--- src/sv/mpto_ram.sv ---
// ---------------------------------------------------------------------------
// mpto_ram: generic single-write, single-read RAM
// One write port and one read port with registered read data.
// ---------------------------------------------------------------------------
module mpto_ram #(
  parameter int WIDTH = 64,
  parameter int DEPTH = 32
) (
  input  logic                     clk,
  input  logic                     we,
  input  logic [$clog2(DEPTH)-1:0] waddr,
  input  logic [WIDTH-1:0]         wdata,
  input  logic [$clog2(DEPTH)-1:0] raddr,
  output logic [WIDTH-1:0]         rdata
);

  logic [WIDTH-1:0] mem [DEPTH];

  // write and registered read
  always_ff @(posedge clk) begin
    if (we) begin
      mem[waddr] <= wdata;
    end
    rdata <= mem[raddr];
  end

endmodule

--- config.mk ---
export PLATFORM = sky130hd
export DESIGN_NAME = mpto_ram
export DESIGN_NICKNAME = d
export VERILOG_FILES = /design/src/sv/mpto_ram.sv
export SDC_FILE = /design/constraint.sdc
export NUM_CORES = 2
export LEC_CHECK = 0
export BUFFER_PORTS_ARGS = -buffer_cell sky130_fd_sc_hd__buf_2
export CORE_ASPECT_RATIO = 1.4
export CORE_UTILIZATION = 35
export DETAILED_ROUTE_END_ITERATION = 10
export SYNTH_ARGS = -nofsm -noshare
export SYNTH_HDL_FRONTEND = slang
export SYNTH_SLANG_ARGS = --single-unit
--- constraint.sdc ---
create_clock -name clk -period 12.2 [get_ports clk]
set_clock_uncertainty 0.05 [all_clocks]
set_input_delay 1.83 -clock clk [delete_from_list [all_inputs] [get_ports clk]]
set_output_delay 1.83 -clock clk [all_outputs]
set_load 0.01 [all_outputs]
==> run_results.csv <==
group,metric,value,unit
flow_run,drv_cap,0,
timing,tightest_slew,1160,ps
clock_network,ctsResizeCount,0,
timing,min_period,4950,ps
placement,numPortBuffers,139,
logic_synthesis,yosysSeqAreaShare,79.5,%
detailed_routing,wl_met2,97.9,mm
clock_network,htreeDepth,4,
floorplan,start_util,35.3,%
logic_synthesis,synth_edf_count,2048,
global_route,grt_usage,17.4,%
clock_network,cts_tree,"yes",
global_route,grt_overflow,0,
clock_network,cts_buffers,194,
clock_network,post_cts_buffers,0,
worst_setup_path,worstSetupPathType,"in2reg",
worst_setup_path,worstPathArrival,5610,ps
clock_network,cts_buffer_depth,4,
floorplan,dieArea,228000,um2
worst_setup_path,rrSetupSlack,10300,ps
placement,dp_slack,6180,ps
logic_synthesis,avgSynthCellArea,25.5,um2
timing,setup_tns,0,ps
global_route,grt_pass1_wl,280,mm
detailed_routing,via_count,35500,
detailed_routing,via_per_inst,5.44,
worst_setup_path,start_kind,"input port",
pwr,irDropWorstVdd,0.000110,V
timing,slew_viol_final,0,
detailed_routing,drt_iter0_drc,4040,
worst_setup_path,cp.required,12860,ps
placement,finalWeightedCongestion,0.702,
logic_synthesis,syn_area,79000,um2
detailed_routing,highest_layer,"met5",
logic_synthesis,ys_dominant_reg_cell,"edfxtp_1",
logic_synthesis,syn_inst,3097,
timing,hold_viol_final,0,
logic_synthesis,ys_types,31,
clock_network,cts_hold_buffers,0,
layout,finalCoreUtilization,40.3,%
pwr,p_per_area,165,nW/um2
timing,relSlewSlack,22.4,%
global_route,grt_pass1_vias,36800,
clock_network,cts_root_buffer,"clkbuf_16",
placement,post-dp-hpwl,94.5,mm
logic_synthesis,yosys_warnings,0,
timing,post-route-period-util,40.6,%
floorplan,die_w,403,um
run_status,status,"completed",
detailed_routing,drc,0,
floorplan,die_h,564,um
global_route,antenna_found_initial,48,
floorplan,row_count,205,
logic_synthesis,synth-seq-cells,2112,
timing,finalSetupViolations,0,
detailed_routing,drtAntennaViolNets,0,
layout,final_layout_size_suffix_gt1_share,34.6,%
detailed_routing,wl_met3,14.3,mm
logic_synthesis,synthesis.nets,3173,
detailed_routing,wl,199,mm
clock_network,clock_sinks,2112,
worst_setup_path,worst_setup_path_end_kind,"register",
logic_synthesis,async_reset_ff_share,0,%
clock_network,clk_latency,830,ps
floorplan,pin_count,140,
layout,nNetsFinal,3437,
worst_setup_path,path_max_fanout,104,
timing,rsz0062_at_grt,"no",
floorplan,core_area,223000,um2
placement,post_dp_cell_area,83700,um2
clock_network,clk_pin_slew,60,ps
timing,fmax,202,MHz
layout,syn2layout_area_growth,13.9,%
pwr,p_leak,27.6,nW
worst_hold_path,hold_path.class,"reg2reg",
timing,setup_slack,7250,ps
detailed_routing,wl_met1,83.1,mm
layout,stdcell_area,89900,um2
detailed_routing,detail_route.first_pass.iterations,5,
detailed_routing,avgRoutedWirePerCell,30.5,um
global_route,grt_max_degree,109,
-- synthesized netlist by cell type, types with 4 or more instances --
| master | count | area share (%) |
|---|---|---|
| o21ai_0 | 9 | 0.057 |
| buf_4 | 14 | 0.13 |
| a221oi_1 | 12 | 0.13 |
| o22ai_1 | 10 | 0.079 |
| buf_1 | 19 | 0.090 |
| buf_2 | 65 | 0.41 |
| mux2i_1 | 38 | 0.48 |
| mux4_2 | 602 | 17 |
| nor2b_1 | 4 | 0.032 |
| clkbuf_1 | 55 | 0.26 |
| nand3b_1 | 5 | 0.048 |
| nor2_1 | 41 | 0.19 |
| dfxtp_1 | 64 | 1.6 |
| mux2_2 | 74 | 1.1 |
| edfxtp_1 | 2048 | 78 |
-- cell usage in the layout, fill, tap and decap left out, drive strengths merged, types with 12 or more instances in the layout --
master     n
nor2      41
clkbuf   267
a221oi    12
mux2      74
dfxtp     64
mux2i     38
diode     15
buf      223
mux4     602
edfxtp  2048
bufinv    15
clkinv    58
-- critical path, stage by stage --
cell,delay [ps]
buf_8,530
buf_12,760
buf_4,890
mux4_2,610
mux4_2,520
mux2_2,280
-- state kept, by name, summed over array words and instances, names as in the netlist --
signal	cells
mem	2048
rdata	64
-- cell families after synthesis --
kind of cell    after synthesis  share of synthesized area, %
compound gates               50                         0.466
simple gates                 64                         0.379
flops                      2112                          79.5
mux                         714                          18.7
buf+inv                     157                         0.944
-- cell type report --
cell class                      instances  area (um2)
Antenna cell                           15        37.5
Timing Repair Buffer                  224        1440
Clock buffer                          266        5440
Inverter                                1        3.75
Fill cell                           19300      133000
Sequential cell                      2112       62800
Tap cell                             3001        3750
Multi-Input combinational cell        828       15700
Clock inverter                         82         805
-- through the flow --
step                      cells  power (mW)  hold WS (ps)
after global routing       6517        15.2           797
final                      6529        14.8           750
after floorplan            3097        8.66           672
after CTS                  6514        15.0           754
after global placement     6166        8.96           725
after detailed placement   6166        8.97           716
-- layer usage --
layer  track usage [%]  up-vias
li1                  -    14000
met5                 0        -
met1              24.1    19800
met4              3.81       38
met2              28.7     1342
met3              3.26      286
-- power by group --
group          internal, mW  switching [mW]
clock network          3.43            2.60
registers              8.06          0.0464
logic                 0.297           0.391
total                  11.8            3.04
-- worst paths after layout --
check / from / to / cells past startpoint
setup / recovery: raddr[0] / rdata[20]$_DFF_P_ / 6
hold / removal: mem[20][36]$_DFFE_PP_ / rdata[36]$_DFF_P_ / 4
setup reg to reg: mem[19][29]$_DFFE_PP_ / rdata[29]$_DFF_P_ / 3
hold reg to reg: mem[20][36]$_DFFE_PP_ / rdata[36]$_DFF_P_ / 4
No activity file was read; power rests on OpenSTA's default activity.
