[config.mk]
export PLATFORM = sky130hd
export DESIGN_NAME = mpto_cmp
export DESIGN_NICKNAME = d
export VERILOG_FILES = /design/src/sv/mpto_pkg.sv /design/src/sv/mpto_cmp.sv
export SDC_FILE = /design/constraint.sdc
export NUM_CORES = 1
export LEC_CHECK = 0
export ABC_CLOCK_PERIOD_IN_PS = 2700
export BUFFER_PORTS_ARGS = -buffer_cell sky130_fd_sc_hd__buf_2
export CORE_UTILIZATION = 40
export DETAILED_ROUTE_END_ITERATION = 10
export PLACE_DENSITY = 0.9
export SLEW_MARGIN = 40
export SYNTH_ARGS = -nofsm -noshare
export SYNTH_HDL_FRONTEND = slang
export SYNTH_SLANG_ARGS = --single-unit
[constraint.sdc]
create_clock -name vclk -period 2.7
set_clock_uncertainty 0.2 [all_clocks]
set_input_delay 0.54 -clock vclk [all_inputs]
set_output_delay 0.54 -clock vclk [all_outputs]
set_load 0.005 [all_outputs]
[src/sv/mpto_pkg.sv]
// ---------------------------------------------------------------------------
// mpto_pkg: shared types and constants for the median peer time offset block
// Field widths, the peer-count threshold, register addresses and the result
// record of the shared offset comparator.
// ---------------------------------------------------------------------------
package mpto_pkg;

  // payload widths
  localparam int KEY_W   = 64;
  localparam int DELTA_W = 48;
  localparam int LIMIT_W = 47;

  // configuration port
  localparam int APB_DW = 64;
  localparam int APB_AW = 3;
  localparam logic [APB_AW-1:0] REG_MAX_OFFSET = 3'd0;

  // smallest peer count for which the median is taken
  localparam int MIN_PEERS = 5;

  // result of the shared signed comparator
  typedef struct packed {
    logic lt;
    logic eq;
  } cmp_res_t;

endpackage

[src/sv/mpto_cmp.sv]
// ---------------------------------------------------------------------------
// mpto_cmp: shared signed offset comparator
// Gives less-than and equal for two signed offsets; used for ranking and
// for both clamp bounds.
// ---------------------------------------------------------------------------
module mpto_cmp (
  input  logic signed [mpto_pkg::DELTA_W-1:0] op_a,
  input  logic signed [mpto_pkg::DELTA_W-1:0] op_b,
  output mpto_pkg::cmp_res_t                  res
);

  // signed compare
  assign res.lt = (op_a < op_b);
  assign res.eq = (op_a == op_b);

endmodule

==> results.txt, run 1 <==
----------------------------------------------------
[Finish]
  Ant diodes ... 0
  Combined flip-flop and latch cell area ... 0 µm²
  Final core utilization ... 74.79%
  Clock buffer count in the final layout ... 0
  Area growth, synth to finish ... 79.39%
  Most common cell after layout, fill and taps aside ... sky130_fd_sc_hd__buf_2
  Commonest non-fill, non-tap cells in the layout ... 86 x sky130_fd_sc_hd__buf_2, 37 x sky130_fd_sc_hd__inv_1, 31 x sky130_fd_sc_hd__ha_1
  Number of nets in the layout ... 432
  Share of post-route cells with drive strength above 1 ... 55.59%
  Total non-filler cell area in the finished layout ... 2265 µm²
  Count of flip-flops and latches ... 0

[Timing]
  Final Slew Violations ... 0
  Final number of hold-violating endpoints ... 0
  Max Clk Rate ... 345.4 MHz
  Slew @ Worst Pin ... 303.6 ps
  Endpoints failing setup ... 2
  Setup repair after global routing missed its margin ... yes
  Final Cycle Share ... 107.2%
  Max transition margin ... 79.54%
  Worst setup slack after layout ... -195.2 ps
  Time the final worst path needs with I/O delays and setup ... 2895 ps

[Power]
  IR Drop Worst-Case VDD ... 80.55 µV
  Total power density per cell area ... 144.9 nW/µm²
  P_leak ... 0.001238 µW
  Total Power Consumption ... 328.1 µW

[Worst setup path]
  Cell family with most CP delay ... simple AND/OR/NAND/NOR gates
  Maximum fanout along the worst path ... 3
  Buffers and inverters on the worst path ... 3
  Arrival time of data at the critical path endpoint ... 2160 ps
  Worst path cell trace ... buf_6 -> inv_4 -> ha_4 -> nand4_1 -> or3_4 -> or3_4 -> nor4_4 -> buf_2
  Capture point of the critical path ... res[0]
  Req. time, crit path ... 1960 ps
  Cell repeated most along the worst path ... sky130_fd_sc_hd__or3_4
  Slowest cell delay on critical path ... 360 ps
  Worst setup path startpoint ... op_b[12]
  Type of the setup path with the least slack ... in2out
  Type of destination of the critical path ... output pin
  Crit. path cell count ... 8
  Startpoint type of the worst setup path ... input port
  Slowest-stage cell, CP ... sky130_fd_sc_hd__or3_4

[Synth]
  Sequential area share after synthesis ... 0%
  Number of nets produced by synthesis ... 319
  Cell variety after synth ... 29
  Warnings from Yosys ... 0
  Syn Area/Cell ... 7.214 µm²
  Netlist area before placement ... 1262 µm²
  Gate Count Post-Synth ... 175

[Min path]
  Hold Crit Class ... in2out

[Die]
  Num rows ... 20
  Die span in y ... 58.18 µm
  Initial Utilization ... 41.69%
  Die area ... 3385 µm²
  Overall die width ... 58.18 µm
  Core ar. ... 3028 µm²
  Total I/O pin count ... 98

[Placed design]
  Worst-case setup slack after placement ... -245.7 ps
  Sum of net half-perimeters after detailed placement ... 2994 µm
  Placer Congestion ... 0.6782
  Total cell area at the placement stage ... 1898 µm²
  Number of input and output port buffers inserted ... 98

[Detailed routing]
  WL/cell ... 11.98 µm
  Count of nets left with antenna violations after detail routing ... 0
  Number of remaining DRC errors ... 0
  Via Count ... 1,631
  Post-detailed-route via-to-cell ratio ... 4.942
  Detailed-routing iteration count for the pre-antenna-repair pass ... 4
  Total detailed-routing wirelength ... 3955 µm
  Initial DRC count ... 16

[Global routing]
  GRT Residual Overflow ... 0
  Number of global-route vias before repair ... 1,704
  Antenna violations before repair ... 0
  Global router's overall resource usage ... 23.21%
  Maximum number of pins on one net before global-route repair ... 4
  First-pass GRT wire length ... 6334 µm

[Flow run]
  Number of max-cap violations ... 0

[Status]
  Violations in the final reports ... setup timing
  Result of the run ... finished, violations left

----------------------------------------------------
[through the flow]
step,std cells,TNS [ps],hold slack (ps)
after global placement,329,-424.6,1455
after global routing,330,-446.0,1510
after CTS,330,-212.8,1501
after floorplan,175,0,1228
final,330,-304.5,1485
after detailed placement,329,-458.6,1457
[timing repair]
| action | CTS | global route |
|---|---|---|
| resized for setup | 53 | 4 |
| endpoints found under the setup margin | 2 | 2 |
| pin swaps | 27 | 2 |
| setup buffers | 1 | 0 |
| hold buffers | 0 | 0 |
[tightest hold or removal path, stage by stage]
cell and delay, ps:
sky130_fd_sc_hd__buf_2 80, sky130_fd_sc_hd__ha_1 130, sky130_fd_sc_hd__a21oi_1 50, sky130_fd_sc_hd__a31oi_2 170
sky130_fd_sc_hd__nor3_2 50, sky130_fd_sc_hd__buf_2 120
[Yosys cell counts, drive strengths merged]
library cell / number / area share, %
a211o: 1 / 0.69
a221oi: 1 / 1.2
nand3: 3 / 1.2
or3: 2 / 0.99
nand2: 11 / 3.3
nor4: 1 / 0.99
o21bai: 1 / 0.89
a31oi: 1 / 0.50
ha: 48 / 48
nor3: 3 / 1.6
o211ai: 2 / 1.2
a21oi: 18 / 7.1
a221o: 1 / 0.79
and2: 1 / 0.50
a211oi: 3 / 2.2
o21ai: 5 / 2.0
nor2: 5 / 1.5
nand2b: 2 / 1.2
a21o: 2 / 1.2
a22o: 1 / 0.69
nand4: 13 / 7.4
inv: 48 / 14
or4: 1 / 0.59
nor2b: 1 / 0.50
[logic make-up after synthesis]
group           after synthesis  synth area share, %
buf+inv                      48                14.27
fa+ha+maj                    48                47.57
compound gates               36                18.43
simple gates                 43                19.72
[layout make-up]
cell class         count  area (µm²)
repair buffers       111       663.1
fillers              229       763.2
well taps             44       55.05
inverters             48       185.2
multi-input cells    127        1361
[where the power goes]
| part | switching, µW | leakage, µW | total, µW | internal, µW |
|---|---|---|---|---|
| Sequential | 0 | 0 | 0 | 0 |
| Clock | 0 | 0 | 0 | 0 |
| Combinational | 146 | 0.00124 | 328 | 182 |
| Total | 146 | 0.00124 | 328 | 182 |
[worst min path at each step]
stage | end | start | cells after the start
after global placement | res[0] | op_a[16] | 5
after CTS | res[0] | op_a[16] | 5
after floorplan | res[0] | op_a[16] | 3
after detailed placement | res[0] | op_a[16] | 5
final | res[1] | op_a[31] | 6
after global routing | res[1] | op_a[31] | 6
[per-layer routing]
layer	vias to the layer above	global-route usage (%)	wire, µm
li1	836	-	-
met4	0	5.102	57
met1	727	20.96	1443
met2	62	52.87	2285
met5	-	0	0
met3	6	1.786	169
(Power assumes the default switching activity.)
==> run 2, diff against run 1 <==
--- a/config.mk
+++ b/config.mk
@@ -5,8 +5,9 @@
 export SDC_FILE = /design/constraint.sdc
 export NUM_CORES = 1
 export LEC_CHECK = 0
-export ABC_CLOCK_PERIOD_IN_PS = 2700
+export ABC_CLOCK_PERIOD_IN_PS = 2900
 export BUFFER_PORTS_ARGS = -buffer_cell sky130_fd_sc_hd__buf_2
+export CORE_ASPECT_RATIO = 0.5
 export CORE_UTILIZATION = 40
 export DETAILED_ROUTE_END_ITERATION = 10
 export PLACE_DENSITY = 0.9
==> constraint.sdc (replaced) <==
create_clock -name vclk -period 2.9
set_clock_uncertainty 0.2 [all_clocks]
set_input_delay 0.58 -clock vclk [all_inputs]
set_output_delay 0.58 -clock vclk [all_outputs]
set_load 0.005 [all_outputs]
==> results.txt, run 2 (same netlist as run 1, synthesis figures left out) <==
----------------------------------------------------
[Placed design]
  Number of input and output port buffers inserted ... 98
  Number of placed instances, taps included ... 316
  Placer Congestion ... 0.7791
  Sum of net half-perimeters after detailed placement ... 3198 µm

[Timing]
  Worst setup slack after layout ... -20.52 ps
  Max Clk Rate ... 342.4 MHz
  Time the final worst path needs with I/O delays and setup ... 2921 ps
  Slew @ Worst Pin ... 235.5 ps
  Endpoints failing setup ... 2
  Hold slack final ... 1546 ps
  Final number of hold-violating endpoints ... 0
  Setup repair after global routing missed its margin ... yes
  Max transition margin ... 84.13%
  Final Slew Violations ... 0
  Setup TNS after final layout ... -36.40 ps
  Final Cycle Share ... 100.7%

[Power]
  Total Power Consumption ... 273.3 µW
  Clock network fraction of total power ... 0%
  Total power density per cell area ... 131.5 nW/µm²
  Share of total power in sequential cells ... 0%
  IR Drop Worst-Case VDD ... 73.94 µV
  Sw Share ... 45.41%
  P_leak ... 0.001195 µW
  Part of the total power dissipated in combinational logic ... 100.0%
  Power Internal ... 149.2 µW
  Net switching power ... 124.1 µW

[Detailed routing]
  Initial DRC count ... 22
  Number of remaining DRC errors ... 0
  Count of nets left with antenna violations after detail routing ... 0
  Detailed-routing iteration count for the pre-antenna-repair pass ... 4
  Post-detailed-route via-to-cell ratio ... 5.035
  Via Count ... 1,596
  Total detailed-routing wirelength ... 3885 µm
  WL/cell ... 12.26 µm

[Finish]
  Area growth, synth to finish ... 64.62%
  Commonest non-fill, non-tap cells in the layout ... 88 x sky130_fd_sc_hd__buf_2, 42 x sky130_fd_sc_hd__inv_1, 39 x sky130_fd_sc_hd__ha_1
  Ant diodes ... 0
  Count of flip-flops and latches ... 0
  Most common cell after layout, fill and taps aside ... sky130_fd_sc_hd__buf_2
  Share of post-route cells with drive strength above 1 ... 48.93%
  Clock buffer count in the final layout ... 0
  Final core utilization ... 74.72%
  Non-filler instance count after layout ... 317
  Number of nets in the layout ... 426
  Combined flip-flop and latch cell area ... 0 µm²

[Worst setup path]
  Arrival time of data at the critical path endpoint ... 2140 ps
  Type of destination of the critical path ... output pin
  Type of the setup path with the least slack ... in2out
  Req. time, crit path ... 2120 ps
  Startpoint type of the worst setup path ... input port
  Maximum fanout along the worst path ... 3

[Die]
  Die span in y ... 41.73 µm
  Overall die width ... 81.45 µm
  Die area ... 3399 µm²
  Total I/O pin count ... 98
  Initial Utilization ... 45.39%
  Core ar. ... 2781 µm²
  Num rows ... 13

[Min path]
  Depth of the worst hold-timing path ... 5
  Source of the worst hold timing path ... op_a[16]
  Destination of the worst hold path ... res[0]
  Hold Crit Class ... in2out

[Global routing]
  Maximum number of pins on one net before global-route repair ... 5
  GRT Residual Overflow ... 0
  Antenna violations before repair ... 0
  First-pass GRT wire length ... 6168 µm
  Global router's overall resource usage ... 22.48%
  Number of global-route vias before repair ... 1,569

[Status]
  Violations in the final reports ... setup timing
  Result of the run ... finished, violations left

[Flow run]
  Number of max-cap violations ... 0

----------------------------------------------------
## run 2: cell count changes in the layout (fill, tap and decap cells not counted), moves of 2 or more
cell | before | now
sky130_fd_sc_hd__ha_1 | 31 | 39
sky130_fd_sc_hd__ha_4 | 17 | 9
sky130_fd_sc_hd__buf_4 | 13 | 7
sky130_fd_sc_hd__inv_2 | 9 | 3
sky130_fd_sc_hd__inv_1 | 37 | 42
sky130_fd_sc_hd__buf_2 | 86 | 88
sky130_fd_sc_hd__buf_6 | 12 | 10
## run 2: per-stage QoR
stage                     worst slack [ps]  area (µm²)
after floorplan                      201.8        1262
after global placement              -53.57        1844
after detailed placement            -119.1        1844
after CTS                           -7.579        2026
after global routing                -92.50        2078
final                               -20.52        2078
## run 2: worst max path at each step
| stage | from | to | slack [ps] |
|---|---|---|---|
| after floorplan | op_b[14] | res[1] | 200 |
| after global placement | op_b[15] | res[0] | -50 |
| after detailed placement | op_b[15] | res[1] | -120 |
| after CTS | op_b[12] | res[1] | -8 |
| after global routing | op_b[41] | res[1] | -90 |
| final | op_b[14] | res[1] | -20 |
## run 2: worst max-delay path, stage by stage
cell and delay [ps]:
sky130_fd_sc_hd__buf_6 80, sky130_fd_sc_hd__inv_4 30, sky130_fd_sc_hd__ha_4 250, sky130_fd_sc_hd__nand4_1 120, sky130_fd_sc_hd__or3_4 360, sky130_fd_sc_hd__a211o_1 250
sky130_fd_sc_hd__nand4_2 110, sky130_fd_sc_hd__a211oi_2 80, sky130_fd_sc_hd__nor3_2 140, sky130_fd_sc_hd__buf_2 130
## run 2: final cells by class
class              count  area (µm²)
multi-input cells    127        1239
fillers              213       703.2
repair buffers       105       605.6
inverters             48       187.7
well taps             37       46.29
## run 2: what timing repair did
item,4_1_cts,5_1_grt
gates cloned,0,0
setup endpoints to repair,2,2
pin swaps,16,7
setup buffers,2,0
hold buffers,0,0
gates resized for setup,29,10
## run 2: power by group through the flow
stage                     logic, µW  registers [µW]  clock network (µW)
after global placement          215               0                   0
final                           273               0                   0
after CTS                       260               0                   0
after detailed placement        229               0                   0
after floorplan                 124               0                   0
after global routing            307               0                   0
## run 2: metal layers
metal	global-route usage, %	up-vias	part of all wire (%)
met5	0	-	0
met4	2.143	0	0.67
met3	0.4396	2	3.3
met2	50.33	37	57
met1	22.95	730	39
li1	-	827	-
